### src/sv/calu_pkg.sv
// calu_pkg: shared types, operation codes and status-flag helpers for the
// eight-bit ALU. No dependencies; every other file in sv/ refers to it.
`default_nettype none

package calu_pkg;

  localparam int unsigned DataW = 8;
  localparam int unsigned ModeW = 4;

  // Status byte bit positions
  localparam int unsigned FlagC = 0;
  localparam int unsigned FlagZ = 1;
  localparam int unsigned FlagV = 6;
  localparam int unsigned FlagN = 7;

  typedef logic [DataW-1:0] byte_t;
  typedef logic [ModeW-1:0] mode_t;

  // Operation codes; 14 and 15 mean no operation
  typedef enum logic [ModeW-1:0] {
    ALU_ADD  = 4'd0,
    ALU_SUB  = 4'd1,
    ALU_AND  = 4'd2,
    ALU_OR   = 4'd3,
    ALU_XOR  = 4'd4,
    ALU_CMP  = 4'd5,
    ALU_BIT  = 4'd6,
    ALU_ASL  = 4'd7,
    ALU_LSR  = 4'd8,
    ALU_ROL  = 4'd9,
    ALU_ROR  = 4'd10,
    ALU_INC  = 4'd11,
    ALU_DEC  = 4'd12,
    ALU_PASS = 4'd13
  } alu_op_t;

  // One input word
  typedef struct packed {
    mode_t mode;
    byte_t acc;
    byte_t operand;
    byte_t status_in;
  } alu_item_t;

  // One result word
  typedef struct packed {
    byte_t result;
    byte_t status_out;
  } alu_res_t;

  // Update Z and N from a result byte, keep the other bits
  function automatic byte_t set_zn(input byte_t st, input byte_t v);
    byte_t s;
    s = st;
    s[FlagZ] = (v == '0);
    s[FlagN] = v[DataW-1];
    return s;
  endfunction

endpackage

`default_nettype wire

### src/sv/calu_if.sv
// calu_in_if / calu_out_if: valid-ready channels for the ALU input words and
// result words. Depends on calu_pkg for the payload types.
`default_nettype none

interface calu_in_if;
  logic               valid;
  logic               ready;
  calu_pkg::mode_t    mode;
  calu_pkg::byte_t    acc;
  calu_pkg::byte_t    operand;
  calu_pkg::byte_t    status_in;

  modport source (output valid, mode, acc, operand, status_in, input ready);
  modport sink   (input valid, mode, acc, operand, status_in, output ready);
endinterface

interface calu_out_if;
  logic               valid;
  logic               ready;
  calu_pkg::byte_t    result;
  calu_pkg::byte_t    status_out;

  modport source (output valid, result, status_out, input ready);
  modport sink   (input valid, result, status_out, output ready);
endinterface

`default_nettype wire

### src/sv/calu_core.sv
// calu_core: combinational datapath of the ALU, one word in, one result out.
// Depends on calu_pkg for types, operation codes and flag helpers.
`default_nettype none

module calu_core (
  input  calu_pkg::alu_item_t item,
  output calu_pkg::alu_res_t  res
);

  localparam int unsigned W = calu_pkg::DataW;

  logic [W-1:0] a, m, st, addend, r, st_n;
  logic         cin;
  logic [W:0]   sum;
  logic [W:0]   diff;

  assign a   = item.acc;
  assign m   = item.operand;
  assign st  = item.status_in;
  assign cin = st[calu_pkg::FlagC];

  // Share one adder between add and subtract; subtract adds the inverted byte
  assign addend = (item.mode == calu_pkg::ALU_SUB) ? ~m : m;
  assign sum    = {1'b0, a} + {1'b0, addend} + {{W{1'b0}}, cin};
  assign diff   = {1'b0, a} - {1'b0, m};

  // Select result and flags by operation
  always_comb begin
    r    = a;
    st_n = st;
    unique case (item.mode)
      calu_pkg::ALU_ADD, calu_pkg::ALU_SUB: begin
        r = sum[W-1:0];
        st_n = calu_pkg::set_zn(st, sum[W-1:0]);
        st_n[calu_pkg::FlagC] = sum[W];
        st_n[calu_pkg::FlagV] = ~(a[W-1] ^ addend[W-1]) & (a[W-1] ^ sum[W-1]);
      end
      calu_pkg::ALU_AND: begin
        r = a & m;
        st_n = calu_pkg::set_zn(st, a & m);
      end
      calu_pkg::ALU_OR: begin
        r = a | m;
        st_n = calu_pkg::set_zn(st, a | m);
      end
      calu_pkg::ALU_XOR: begin
        r = a ^ m;
        st_n = calu_pkg::set_zn(st, a ^ m);
      end
      calu_pkg::ALU_CMP: begin
        st_n = calu_pkg::set_zn(st, diff[W-1:0]);
        st_n[calu_pkg::FlagC] = ~diff[W];
      end
      calu_pkg::ALU_BIT: begin
        st_n[calu_pkg::FlagZ] = ((a & m) == '0);
        st_n[calu_pkg::FlagV] = m[calu_pkg::FlagV];
        st_n[calu_pkg::FlagN] = m[calu_pkg::FlagN];
      end
      calu_pkg::ALU_ASL, calu_pkg::ALU_ROL: begin
        r = {m[W-2:0], (item.mode == calu_pkg::ALU_ROL) & cin};
        st_n = calu_pkg::set_zn(st, r);
        st_n[calu_pkg::FlagC] = m[W-1];
      end
      calu_pkg::ALU_LSR, calu_pkg::ALU_ROR: begin
        r = {(item.mode == calu_pkg::ALU_ROR) & cin, m[W-1:1]};
        st_n = calu_pkg::set_zn(st, r);
        st_n[calu_pkg::FlagC] = m[0];
      end
      calu_pkg::ALU_INC: begin
        r = m + W'(1);
        st_n = calu_pkg::set_zn(st, r);
      end
      calu_pkg::ALU_DEC: begin
        r = m - W'(1);
        st_n = calu_pkg::set_zn(st, r);
      end
      calu_pkg::ALU_PASS: begin
        r = m;
        st_n = calu_pkg::set_zn(st, m);
      end
      default: begin
        // Unused codes: no operation, acc and status pass through
        r    = a;
        st_n = st;
      end
    endcase
  end

  assign res.result     = r;
  assign res.status_out = st_n;

endmodule

`default_nettype wire

### src/sv/cpu_alu_with_status_flags.sv
// cpu_alu_with_status_flags: eight-bit ALU with status flags, top level.
// Depends on calu_pkg, calu_if (calu_in_if, calu_out_if) and calu_core.
//
//   channel  | dir | handshake     | payload
//   ---------+-----+---------------+------------------------------------
//   in_ch    | in  | valid / ready | mode, acc, operand, status_in
//   out_ch   | out | valid / ready | result, status_out
//
// Path: the input word is captured in the input register, passes the
// single-pass datapath and is then held in the result register, which
// drives out_ch.
// Throughput: one word per cycle while out_ch is not stalled, set by the two-stage register pipeline.
// Reset (rst_n low, synchronous) empties both stages; no configuration.
// A stall at out_ch holds the result register; ready drops only when both
// stages hold a word and out_ch is stalled.
`default_nettype none

module cpu_alu_with_status_flags (
  input  wire logic clk,
  input  wire logic rst_n,
  calu_in_if.sink   in_ch,
  calu_out_if.source out_ch
);

  logic                s1_valid_r;
  calu_pkg::alu_item_t s1_item_r;
  logic                s2_valid_r;
  calu_pkg::alu_res_t  s2_res_r;
  calu_pkg::alu_res_t  core_res;
  logic                s2_take;
  logic                s1_take;
  logic                in_fire;

  // Stage readiness: result stage frees when empty or drained this cycle
  assign s2_take = ~s2_valid_r | out_ch.ready;
  assign s1_take = ~s1_valid_r | s2_take;
  assign in_fire = in_ch.valid & in_ch.ready;

  assign in_ch.ready = s1_take;

  // Input register: hold the word while the next stage is stalled
  always_ff @(posedge clk) begin
    if (!rst_n) begin
      s1_valid_r <= 1'b0;
    end else if (s1_take) begin
      s1_valid_r <= in_ch.valid;
    end
    if (in_fire) begin
      s1_item_r.mode      <= in_ch.mode;
      s1_item_r.acc       <= in_ch.acc;
      s1_item_r.operand   <= in_ch.operand;
      s1_item_r.status_in <= in_ch.status_in;
    end
  end

  calu_core u_core (
    .item (s1_item_r),
    .res  (core_res)
  );

  // Result register: advance when free, drop valid when drained
  always_ff @(posedge clk) begin
    if (!rst_n) begin
      s2_valid_r <= 1'b0;
    end else if (s2_take) begin
      s2_valid_r <= s1_valid_r;
    end
    if (s2_take && s1_valid_r) begin
      s2_res_r <= core_res;
    end
  end

  assign out_ch.valid      = s2_valid_r;
  assign out_ch.result     = s2_res_r.result;
  assign out_ch.status_out = s2_res_r.status_out;

  // A word held in the input register stays put until it moves on
  a_s1_hold: assert property (@(posedge clk) disable iff (!rst_n)
    s1_valid_r && !s2_take |=> s1_valid_r && $stable(s1_item_r))
    else $error("input stage word lost or changed while stalled");

  // Back-pressure only when both stages hold a word
  a_ready_full: assert property (@(posedge clk) disable iff (!rst_n)
    !in_ch.ready |-> s1_valid_r && s2_valid_r)
    else $error("input refused while a stage is free");

  // Compare leaves the register byte as the result
  a_cmp_keeps_acc: assert property (@(posedge clk) disable iff (!rst_n)
    s1_valid_r && s2_take && s1_item_r.mode == calu_pkg::ALU_CMP
    |=> s2_res_r.result == $past(s1_item_r.acc))
    else $error("compare changed the result byte");

  // Unused codes pass the status byte through untouched
  a_nop_status: assert property (@(posedge clk) disable iff (!rst_n)
    s1_valid_r && s2_take && s1_item_r.mode > calu_pkg::ALU_PASS
    |=> s2_res_r.status_out == $past(s1_item_r.status_in))
    else $error("unused operation changed the status byte");

endmodule

`default_nettype wire
### src/flat_wrapper.sv
// flat-port wrapper written by rule: the top's interface ports become plain ports
module cpu_alu_with_status_flags_flat 
  (clk, rst_n, in_ch_valid, in_ch_mode, in_ch_acc, in_ch_operand, in_ch_status_in, in_ch_ready, out_ch_valid, out_ch_result, out_ch_status_out, out_ch_ready);
  calu_in_if in_ch_i ();
  calu_out_if out_ch_i ();
  input  wire logic clk;
  input  wire logic rst_n;
  input wire logic [$bits(in_ch_i.valid)-1:0] in_ch_valid;
  input wire logic [$bits(in_ch_i.mode)-1:0] in_ch_mode;
  input wire logic [$bits(in_ch_i.acc)-1:0] in_ch_acc;
  input wire logic [$bits(in_ch_i.operand)-1:0] in_ch_operand;
  input wire logic [$bits(in_ch_i.status_in)-1:0] in_ch_status_in;
  output wire logic [$bits(in_ch_i.ready)-1:0] in_ch_ready;
  output wire logic [$bits(out_ch_i.valid)-1:0] out_ch_valid;
  output wire logic [$bits(out_ch_i.result)-1:0] out_ch_result;
  output wire logic [$bits(out_ch_i.status_out)-1:0] out_ch_status_out;
  input wire logic [$bits(out_ch_i.ready)-1:0] out_ch_ready;
  assign in_ch_i.valid = in_ch_valid;
  assign in_ch_i.mode = in_ch_mode;
  assign in_ch_i.acc = in_ch_acc;
  assign in_ch_i.operand = in_ch_operand;
  assign in_ch_i.status_in = in_ch_status_in;
  assign in_ch_ready = in_ch_i.ready;
  assign out_ch_valid = out_ch_i.valid;
  assign out_ch_result = out_ch_i.result;
  assign out_ch_status_out = out_ch_i.status_out;
  assign out_ch_i.ready = out_ch_ready;
  cpu_alu_with_status_flags u_core (.clk(clk), .rst_n(rst_n), .in_ch(in_ch_i), .out_ch(out_ch_i));
endmodule
### config.mk
export PLATFORM = sky130hd
export DESIGN_NAME = cpu_alu_with_status_flags_flat
export DESIGN_NICKNAME = d
export VERILOG_FILES = /design/src/sv/calu_pkg.sv /design/src/sv/calu_if.sv /design/src/sv/calu_core.sv /design/src/sv/cpu_alu_with_status_flags.sv /design/src/flat_wrapper.sv
export SDC_FILE = /design/constraint.sdc
export NUM_CORES = 1
export LEC_CHECK = 0
export ABC_AREA = 1
export BUFFER_PORTS_ARGS = -buffer_cell sky130_fd_sc_hd__buf_2
export CAP_MARGIN = 5
export CORE_UTILIZATION = 59
export CTS_BUF_LIST = sky130_fd_sc_hd__clkbuf_8 sky130_fd_sc_hd__clkbuf_16
export DETAILED_ROUTE_END_ITERATION = 16
export GPL_TIMING_DRIVEN = 0
export PLACE_DENSITY = 0.82
export SYNTH_ARGS = -nofsm -noshare
export SYNTH_HDL_FRONTEND = slang
export SYNTH_SLANG_ARGS = --single-unit
### constraint.sdc
create_clock -name clk -period 4.2 [get_ports clk]
set_clock_uncertainty 0.05 [all_clocks]
set_input_delay 0.42 -clock clk [delete_from_list [all_inputs] [get_ports clk]]
set_output_delay 0.42 -clock clk [all_outputs]
set_load 0.1 [all_outputs]
# [Word-level counts from Yosys, hierarchy flattened]
# Index checks and enable logic that the tools add are counted.
[classes] n_addsub=5 n_eq_ne=13 n_mux=5 bitwise=16 reduce_logical=16
[op_table] cell="$logic_not 8->1" count=10
[op_table] cell="$pmux 8 s9" count=1
[op_table] cell="$eq 4x4->1 const B" count=6
[op_table] cell="$pmux 2 s11" count=1
[op_table] cell="$eq 4x3->1 const B" count=4
[op_table] cell="$pmux 1 s10" count=1
[op_table] cell="$add 8x8->9" count=1
[op_table] cell="$add 9x1->9" count=1
[op_table] cell="$sub 8x8->9" count=1
[op_table] cell="$add 8x1->8 const B" count=1
[op_table] cell="$and 8x8->8" count=1
[op_table] cell="$eq 4x2->1 const B" count=2
[op_table] cell="$mux 8" count=1
[op_table] cell="$not 8->8" count=1
[op_table] cell="$or 8x8->8" count=1
[op_table] cell="$reduce_or 2->1" count=4
[op_table] cell="$sub 8x1->8 const B" count=1
[op_table] cell="$xor 8x8->8" count=1
[op_table] cell="$and 1x1->1" count=4
[op_table] cell="$eq 4x1->1 const B" count=1
[op_table] cell="$logic_not 4->1" count=1
[op_table] cell="$not 1->1" count=4
[op_table] cell="$pmux 1 s4" count=1
[op_table] cell="$or 1x1->1" count=2
[op_table] cell="other kinds (2)" count=3
[word_totals] reg_bits=46 input_bits=32 output_inout_bits=18

# [Longest topological paths before layout]
# Gate-level depths: netlist (run 1).
[depth] depth_word=7 mapped_depth=19 ltp_nobuf=18

# [By module]
# A second synthesis (run 1) with hierarchy kept.
[unflattened] hier_cells=487 area_unflattened_um2=3787.4
[modules_own_cells] module="calu_core" n_inst=1 cells_per_inst=430 area_each_um2=2371.0 seq_area_each_um2=0.0
[modules_own_cells] module="cpu_alu_with_status_flags" n_inst=1 cells_per_inst=57 area_each_um2=1416.4 seq_area_each_um2=1361.3

# [Worst setup path before layout (run 1)]
# Ideal clock, no wire load.
[synth_timing] kind="register to register" startpoint="register u_core.s2_valid_r, in the netlist u_core.out_ch.valid" endpoint="register u_core.s1_item_r[0] (netlist name), enable pin" arrival_time_ns=2.696 slack_ns=1.074 path_stages_with_launch=4 n_path_buf=0 synth_period_minus_slack_ns=3.126 path_cell_list="dfxtp_1 nand3_1 nand2_1 inv_1"
[synth_between] elab_chain_cells=4
[synth_rtl] element="start: declaration" line="cpu_alu_with_status_flags.sv:27" source="logic s2_valid_r;"
[synth_rtl] element="start signal: assignment" line="cpu_alu_with_status_flags.sv:66" source="s2_valid_r <= s1_valid_r;"
[synth_rtl] element="$not 1->1" line="cpu_alu_with_status_flags.sv:35" source="assign s2_take = ~s2_valid_r | out_ch.ready;"
[synth_rtl] element="$or 1x1->1" line="cpu_alu_with_status_flags.sv:35"
[synth_rtl] element="$or 1x1->1" line="cpu_alu_with_status_flags.sv:36" source="assign s1_take = ~s1_valid_r | s2_take;"
[synth_rtl] element="net in_ch_ready" line="flat_wrapper.sv:13" source="output wire logic [$bits(in_ch_i.ready)-1:0] in_ch_ready;"
[synth_rtl] element="$and 1x1->1" line="cpu_alu_with_status_flags.sv:37" source="assign in_fire = in_ch.valid & in_ch.ready;"
[synth_rtl] element="net u_core.in_fire" line="cpu_alu_with_status_flags.sv:32" source="logic in_fire;"
[synth_rtl] element="end: declaration" line="cpu_alu_with_status_flags.sv:26" source="calu_pkg::alu_item_t s1_item_r;"
# The timed path passes the listed nets, and every way through them passes these cells.
# A chain may end at the register's enable or synchronous reset.

==> results of run 1 <==
-- worst min-delay path by stage --
stage,endpoint
4_1_cts,u_core.s1_item_r[13]$_DFFE_PP_
3_5_place_dp,u_core.out_ch.status_out[2]$_DFFE_PP_
2_1_floorplan,u_core.out_ch.status_out[2]$_DFFE_PP_
6_report,u_core.s1_item_r[13]$_DFFE_PP_
3_3_place_gp,u_core.out_ch.status_out[5]$_DFFE_PP_
5_1_grt,u_core.s1_item_r[17]$_DFFE_PP_
-- stage by stage --
stage | setup slack, ns | power [mW] | util [%]
final | 0.488 | 1.26 | 69.9
after global routing | 0.204 | 1.32 | 69.9
after CTS | 0.659 | 1.26 | 69.9
after detailed placement | 0.677 | 0.963 | 68.4
after global placement | 0.720 | 0.947 | 68.0
after floorplan | 1.07 | 0.861 | -
-- cells in the mapped netlist (2+ instances only) --
| master | count |
|---|---|
| nor2_2 | 4 |
| nor2_1 | 58 |
| nand2_1 | 118 |
| o2111ai_1 | 3 |
| xor2_1 | 17 |
| inv_1 | 71 |
| nor3_1 | 6 |
| edfxtp_1 | 44 |
| nor4_1 | 3 |
| a21oi_1 | 18 |
| nand3_1 | 43 |
| nand2_2 | 2 |
| o21ai_0 | 12 |
| dfxtp_1 | 2 |
| fa_1 | 3 |
| buf_2 | 4 |
| nand4_1 | 10 |
| inv_2 | 4 |
| o22ai_1 | 14 |
| nand3b_1 | 3 |
| a22oi_1 | 2 |
| ha_1 | 37 |
-- metal layers --
| layer | vias up | part of all wire [%] | global-route usage, % |
|---|---|---|---|
| met4 | 0 | 3.4 | 13.2 |
| li1 | 1752 | - | - |
| met1 | 1654 | 40 | 40.0 |
| met2 | 190 | 48 | 54.9 |
| met3 | 38 | 9.4 | 9.01 |
| met5 | - | 0 | 0 |
-- critical path: cells and delay by family, from the launching register on --
family                   cells  cell delay (ns)
buffers and inverters        4             0.45
adder cells (fa/ha/maj)      2             0.95
XOR/XNOR                     1             0.23
AND/OR/NAND/NOR              8             0.94
AO/OA/AOI/OAI                2             0.44
flip-flops                   1             0.37
-- cells by family (layout without fill, tap and decap cells) --
family | after synthesis | in the layout | share of synthesized area [%]
compound gates | 57 | 57 | 9.12
xor+xnor | 17 | 17 | 3.93
fa+ha+maj | 40 | 40 | 13.8
buf+inv | 82 | 140 | 8.56
flops | 46 | 46 | 36.0
simple gates | 251 | 251 | 28.6
-- final cells by class --
cell class / instances / area [um^2]
timing repair buffer: 50 / 260
sequential: 46 / 1360
buffer: 6 / 38.8
inverter: 76 / 285
tap: 75 / 93.8
multi-input combinational: 365 / 2100
clock inverter: 3 / 27.5
fill: 521 / 1820
clock buffer: 5 / 68.8
-- state kept, by name (all words and copies together), names as in the netlist --
register and cells:
u_core.s1_valid_r 1, u_core.s1_item_r 28, u_core.out_ch.valid 1, u_core.out_ch.result 8
u_core.out_ch.status_out 8
-- power groups by stage --
stage	Clock (mW)	Sequential (mW)	Combinational (mW)
finish	0.299	0.564	0.399
detailed placement	0	0.573	0.390
global placement	0	0.573	0.375
global route	0.319	0.567	0.434
floorplan	0	0.642	0.218
CTS	0.302	0.563	0.392
==> run metrics, run 1 <==
vias in the first global route 3430; Post-layout nets 622; core area 6060 um^2; CP startpoint u_core.s1_item_r[25]$_DFFE_PP_; hold path depth 1; CTS buffer count 5; DRT Pass-1 Iters 5; Die Span Y 82.1 um; period utilization 88.4%; Worst path most repeated cell nand2_1; Seq pwr share 44.7%; type of origin of the critical path flop; # diodes 0; first-pass GRT wire length 16000 um; WP data required 4.18 ns; via count 3634; Tmin final 3.71 ns; Chip Width 82.1 um; ratio of cells with drive above 1 in the final layout 14.2%; design area 4240 um^2; Synth area leaders edfxtp_1, ha_1, nand2_1, inv_1, nor2_1; All-Layer GR Usage 32.8%; Fin. Hold Viols 0; initial antenna violation count 0; Avg Cell Area, Syn 7.68 um^2; Comb pwr share 31.6%; post-DR wirelength/cell 16.8 um; Post-DP Area 4140 um^2; fin. max-slew vios 0; CTS tree done; Clk pwr share 23.7%; ys async rst share 0%; Seq/Total Area, Yosys 36.0%; run status completed; final setup vio count 0; port buffer count 49; DRC 0; unrepaired setup endpoints after global routing false; crit path cell chain buf_4, inv_1, nand2_1, inv_2, nand2_1, xor2_1, inv_1, fa_1, fa_1, nand3_1, nand2_1, nand2_1, nand2_1, nand2_1, a21oi_1, o21ai_0, nand4_1; hold-fix buffers at CTS 0; area share of the largest cell type after synthesis 34.9%; final wirelength 10500 um; Switch Pwr 0.485 mW; Synth cell types 37; Max Cap Viol 0; Slew @ Worst Pin 1.10 ns; Worst path slowest cell fa_1; Ys Warns 0; Power Internal 0.777 mW; crit path DAT 3.69 ns; Worst setup endpoint u_core.out_ch.status_out[0]$_DFFE_PP_; highest clock rate 269 MHz; CP peak stage delay 0.50 ns; Non-Filler Instances 626; Synth Flop Type edfxtp_1; synth-to-layout area growth 12.0%; RR Endpoint u_core.out_ch.status_out[0]$_DFFE_PP_; Root Driver clkbuf_8; Worst R2R Start u_core.s1_item_r[25]$_DFFE_PP_; most frequent cells in the layout nand2_1, inv_1, nor2_1; Reg2Reg Depth 17; CTS H-tree lvls 2; Die ar. 6740 um^2; hold_sp in_ch_operand[5]; hold_ws 0.225 ns; Sw Share 38.5%; most common cell after layout, fill and taps aside nand2_1; clk sinks 46; register clock-pin slew on the reported worst setup and hold paths 0.10 ns; setup TNS 0 ns; Pwr Density 298 nW/um^2; CP max FO 8; Hold Path Class in -> reg; gp weighted congestion 1.04; drt first-iter violations 342; Clock Latency Late Sink 0.31 ns; Cell Area, Synth 3780 um^2; flop-to-flop setup slack 0.49 ns; Initial Util 62.4%; Ports 50; Pleak 2.03 nW; num rows 28; EDFF count, synth 44; syn_nets 565; register bit total from synthesis 46; Synth area leader edfxtp_1; GRT overflow 0; pin count of the biggest net entering global routing 29; worst IR drop on VDD 269 uV; cell count after synthesis 493; postcts setup bufs 0; clk buf depth 2; Post-DRT Antenna Nets 0; Slew HR 26.4%; class of the most critical setup path reg -> reg; # resized after CTS 0; critical path endpoint category flop; post-DP HPWL 8180 um; DP Cell Count 618; drt via density 5.81
Note: power is estimated with default switching activity, not from simulation.
==> inputs of run 2 (changes only) <==
--- a/config.mk
+++ b/config.mk
@@ -8,11 +8,11 @@
 export ABC_AREA = 1
 export BUFFER_PORTS_ARGS = -buffer_cell sky130_fd_sc_hd__buf_2
 export CAP_MARGIN = 5
-export CORE_UTILIZATION = 59
+export CORE_UTILIZATION = 63
 export CTS_BUF_LIST = sky130_fd_sc_hd__clkbuf_8 sky130_fd_sc_hd__clkbuf_16
 export DETAILED_ROUTE_END_ITERATION = 16
 export GPL_TIMING_DRIVEN = 0
-export PLACE_DENSITY = 0.82
+export PLACE_DENSITY = 0.87
 export SYNTH_ARGS = -nofsm -noshare
 export SYNTH_HDL_FRONTEND = slang
 export SYNTH_SLANG_ARGS = --single-unit
==> constraint.sdc (replaced) <==
create_clock -name clk -period 4.3 [get_ports clk]
set_clock_uncertainty 0.05 [all_clocks]
set_input_delay 0.43 -clock clk [delete_from_list [all_inputs] [get_ports clk]]
set_output_delay 0.43 -clock clk [all_outputs]
set_load 0.1 [all_outputs]
==> run 2 against run 1 <==
  * Sequential power is 2% lower
  * Critical endpoint unchanged
  * Sequential share of layout area is 0.13 points higher
  * Non-clock buffer count is 1 lower
  * Setup slack better by 0.011 ns
  * Highest routed layer unchanged
  * Register-to-register slack hardly changed
  * Sequential cell count stayed put
==> run metrics, run 2 (synthesized netlist as in run 1, its figures left out) <==
Ports 50 (unchanged); CTS buffer count 5 (unchanged); most used routing layer in global routing met2; M3 GR Usage 8.46% (-0.55 points); hold-fix buffers at CTS 0 (unchanged); register clock-pin slew on the reported worst setup and hold paths 0.10 ns (about the same); run status completed; Worst path slowest cell fa_1; drt first-iter violations 492 (+44%); num rows 27 (-3.6%); port buffer count 49 (unchanged); CP max FO 8 (unchanged); vias in the first global route 3628 (+5.8%); hold path depth 1 (unchanged); via count 3776 (+3.9%); Clock Latency Late Sink 0.30 ns (about the same); period utilization 88.4% (about the same); Pwr Total 1.24 mW (-1.8%); DRC 0 (unchanged); design area 4220 um^2 (-0.41%); CP peak stage delay 0.50 ns (about the same); Non-Filler Instances 622 (-0.64%); max reg flops 28 (unchanged); Critical path buffers and inverters 4 (unchanged); RR Endpoint u_core.out_ch.status_out[0]$_DFFE_PP_; Pleak 2.02 nW (-0.16%); gp weighted congestion 1.00 (-3.6%); Worst R2R Start u_core.s1_item_r[25]$_DFFE_PP_; hold-critical path endpoint u_core.s1_item_r[7]$_DFFE_PP_; # diodes 0 (unchanged); most common cell after layout, fill and taps aside nand2_1; CTS H-tree lvls 2 (unchanged); Die ar. 6320 um^2 (-6.2%); Post-layout nets 621 (-0.16%); Post-DP Area 4120 um^2 (-0.45%); final wirelength 11200 um (+6.3%); fin. max-slew vios 0 (unchanged); DP Cell Count 614 (-0.65%); Die Span Y 79.5 um (-3.1%); setup TNS 0 ns (unchanged); post-DR wirelength/cell 18.0 um (+7.0%); core area 5640 um^2 (-6.9%); hold_ws 0.241 ns (+0.0166 ns); synth-to-layout area growth 11.5%; highest clock rate 263 MHz (-2.3%); Hold Path Class in -> reg; Reg2Reg Depth 17 (unchanged); ratio of cells with drive above 1 in the final layout 14.0% (-0.16 points); DRT Pass-1 Iters 6 (+1); hold_sp in_ch_status_in[7]; type of origin of the critical path flop; first-pass GRT wire length 17700 um (+11%); crit path cell chain buf_4, inv_1, nand2_1, inv_2, nand2_1, xor2_1, inv_1, fa_1, fa_1, nand3_1, nand2_1, nand2_1, nand2_1, nand2_1, a21oi_1, o21ai_0, nand4_1; Most flops, register u_core.s1_item_r; Fin. Hold Viols 0 (unchanged); All-Layer GR Usage 37.7% (+4.9 points); critical path endpoint category flop; CTS tree done; unrepaired setup endpoints after global routing false; Initial Util 67.1% (+4.6 points); GRT overflow 0 (unchanged); flop-to-flop setup slack 0.50 ns (about the same); cell family contributing the most delay on the critical path simple AND/OR/NAND/NOR gates; clk buf depth 2 (unchanged); class of the most critical setup path reg -> reg; Chip Width 79.5 um (-3.1%); post-DP HPWL 8610 um (+5.2%); drt via density 6.07 (+4.6%); met1 usage 48.1% (+8.2 points); M2 GR Usage 61.1% (+6.2 points); initial antenna violation count 0 (unchanged); Worst path most repeated cell nand2_1; WP data required 4.29 ns (+0.11 ns); Root Driver clkbuf_8; worst IR drop on VDD 210 uV (-22%); # resized after CTS 0 (unchanged); Slew @ Worst Pin 1.08 ns (-0.0228 ns); Tmin final 3.80 ns (+0.0891 ns); Post-DRT Antenna Nets 0 (unchanged); most frequent cells in the layout nand2_1, inv_1, nor2_1; crit path DAT 3.79 ns (+0.10 ns); pin count of the biggest net entering global routing 29 (unchanged); Pwr Density 294 nW/um^2 (-1.4%); clk sinks 46 (unchanged); postcts setup bufs 0 (unchanged); final setup vio count 0 (unchanged); Max Cap Viol 0 (unchanged); Slew HR 27.9% (+1.5 points)
-- run 2: how the worst max path moves through the flow --
stage                                           startpoint                               endpoint  slack (ns)  depth (start not counted)
after floorplan           u_core.out_ch.valid$_SDFFE_PN0P_          u_core.s1_item_r[0]$_DFFE_PP_        1.17                          3
after global placement      u_core.s1_item_r[25]$_DFFE_PP_  u_core.out_ch.status_out[0]$_DFFE_PP_        0.80                         17
after detailed placement    u_core.s1_item_r[25]$_DFFE_PP_  u_core.out_ch.status_out[0]$_DFFE_PP_        0.60                         17
after CTS                   u_core.s1_item_r[25]$_DFFE_PP_  u_core.out_ch.status_out[0]$_DFFE_PP_        0.56                         17
after global routing        u_core.s1_item_r[25]$_DFFE_PP_  u_core.out_ch.status_out[0]$_DFFE_PP_        0.24                         17
final                       u_core.s1_item_r[25]$_DFFE_PP_  u_core.out_ch.status_out[0]$_DFFE_PP_        0.50                         17
-- run 2: metal layers --
| layer | share of wire [%] | routed length [um] |
|---|---|---|
| met5 | 0 | 0 |
| met4 | 3.8 | 430 |
| met3 | 11 | 1210 |
| met2 | 47 | 5300 |
| met1 | 38 | 4230 |
-- run 2: layout make-up --
cell class | count | area (um^2)
fill | 434 | 1420
timing repair buffer | 49 | 245
multi-input combinational | 365 | 2100
sequential | 46 | 1360
inverter | 76 | 285
tap | 72 | 90.1
clock inverter | 3 | 28.8
clock buffer | 5 | 68.8
buffer | 6 | 38.8
-- run 2: through the flow --
stage	worst slack [ns]	utilization [%]
floorplan	1.17	-
global placement	0.795	73.0
detailed placement	0.601	73.1
CTS	0.562	74.8
global route	0.243	74.8
finish	0.499	74.8
-- run 2: power by group --
part	leakage, nW	total, mW	internal (mW)	switching, mW
clock	0.0506	0.293	0.122	0.171
sequential	0.441	0.551	0.527	0.0243
combinational	1.53	0.396	0.111	0.285
total	2.02	1.24	0.759	0.480
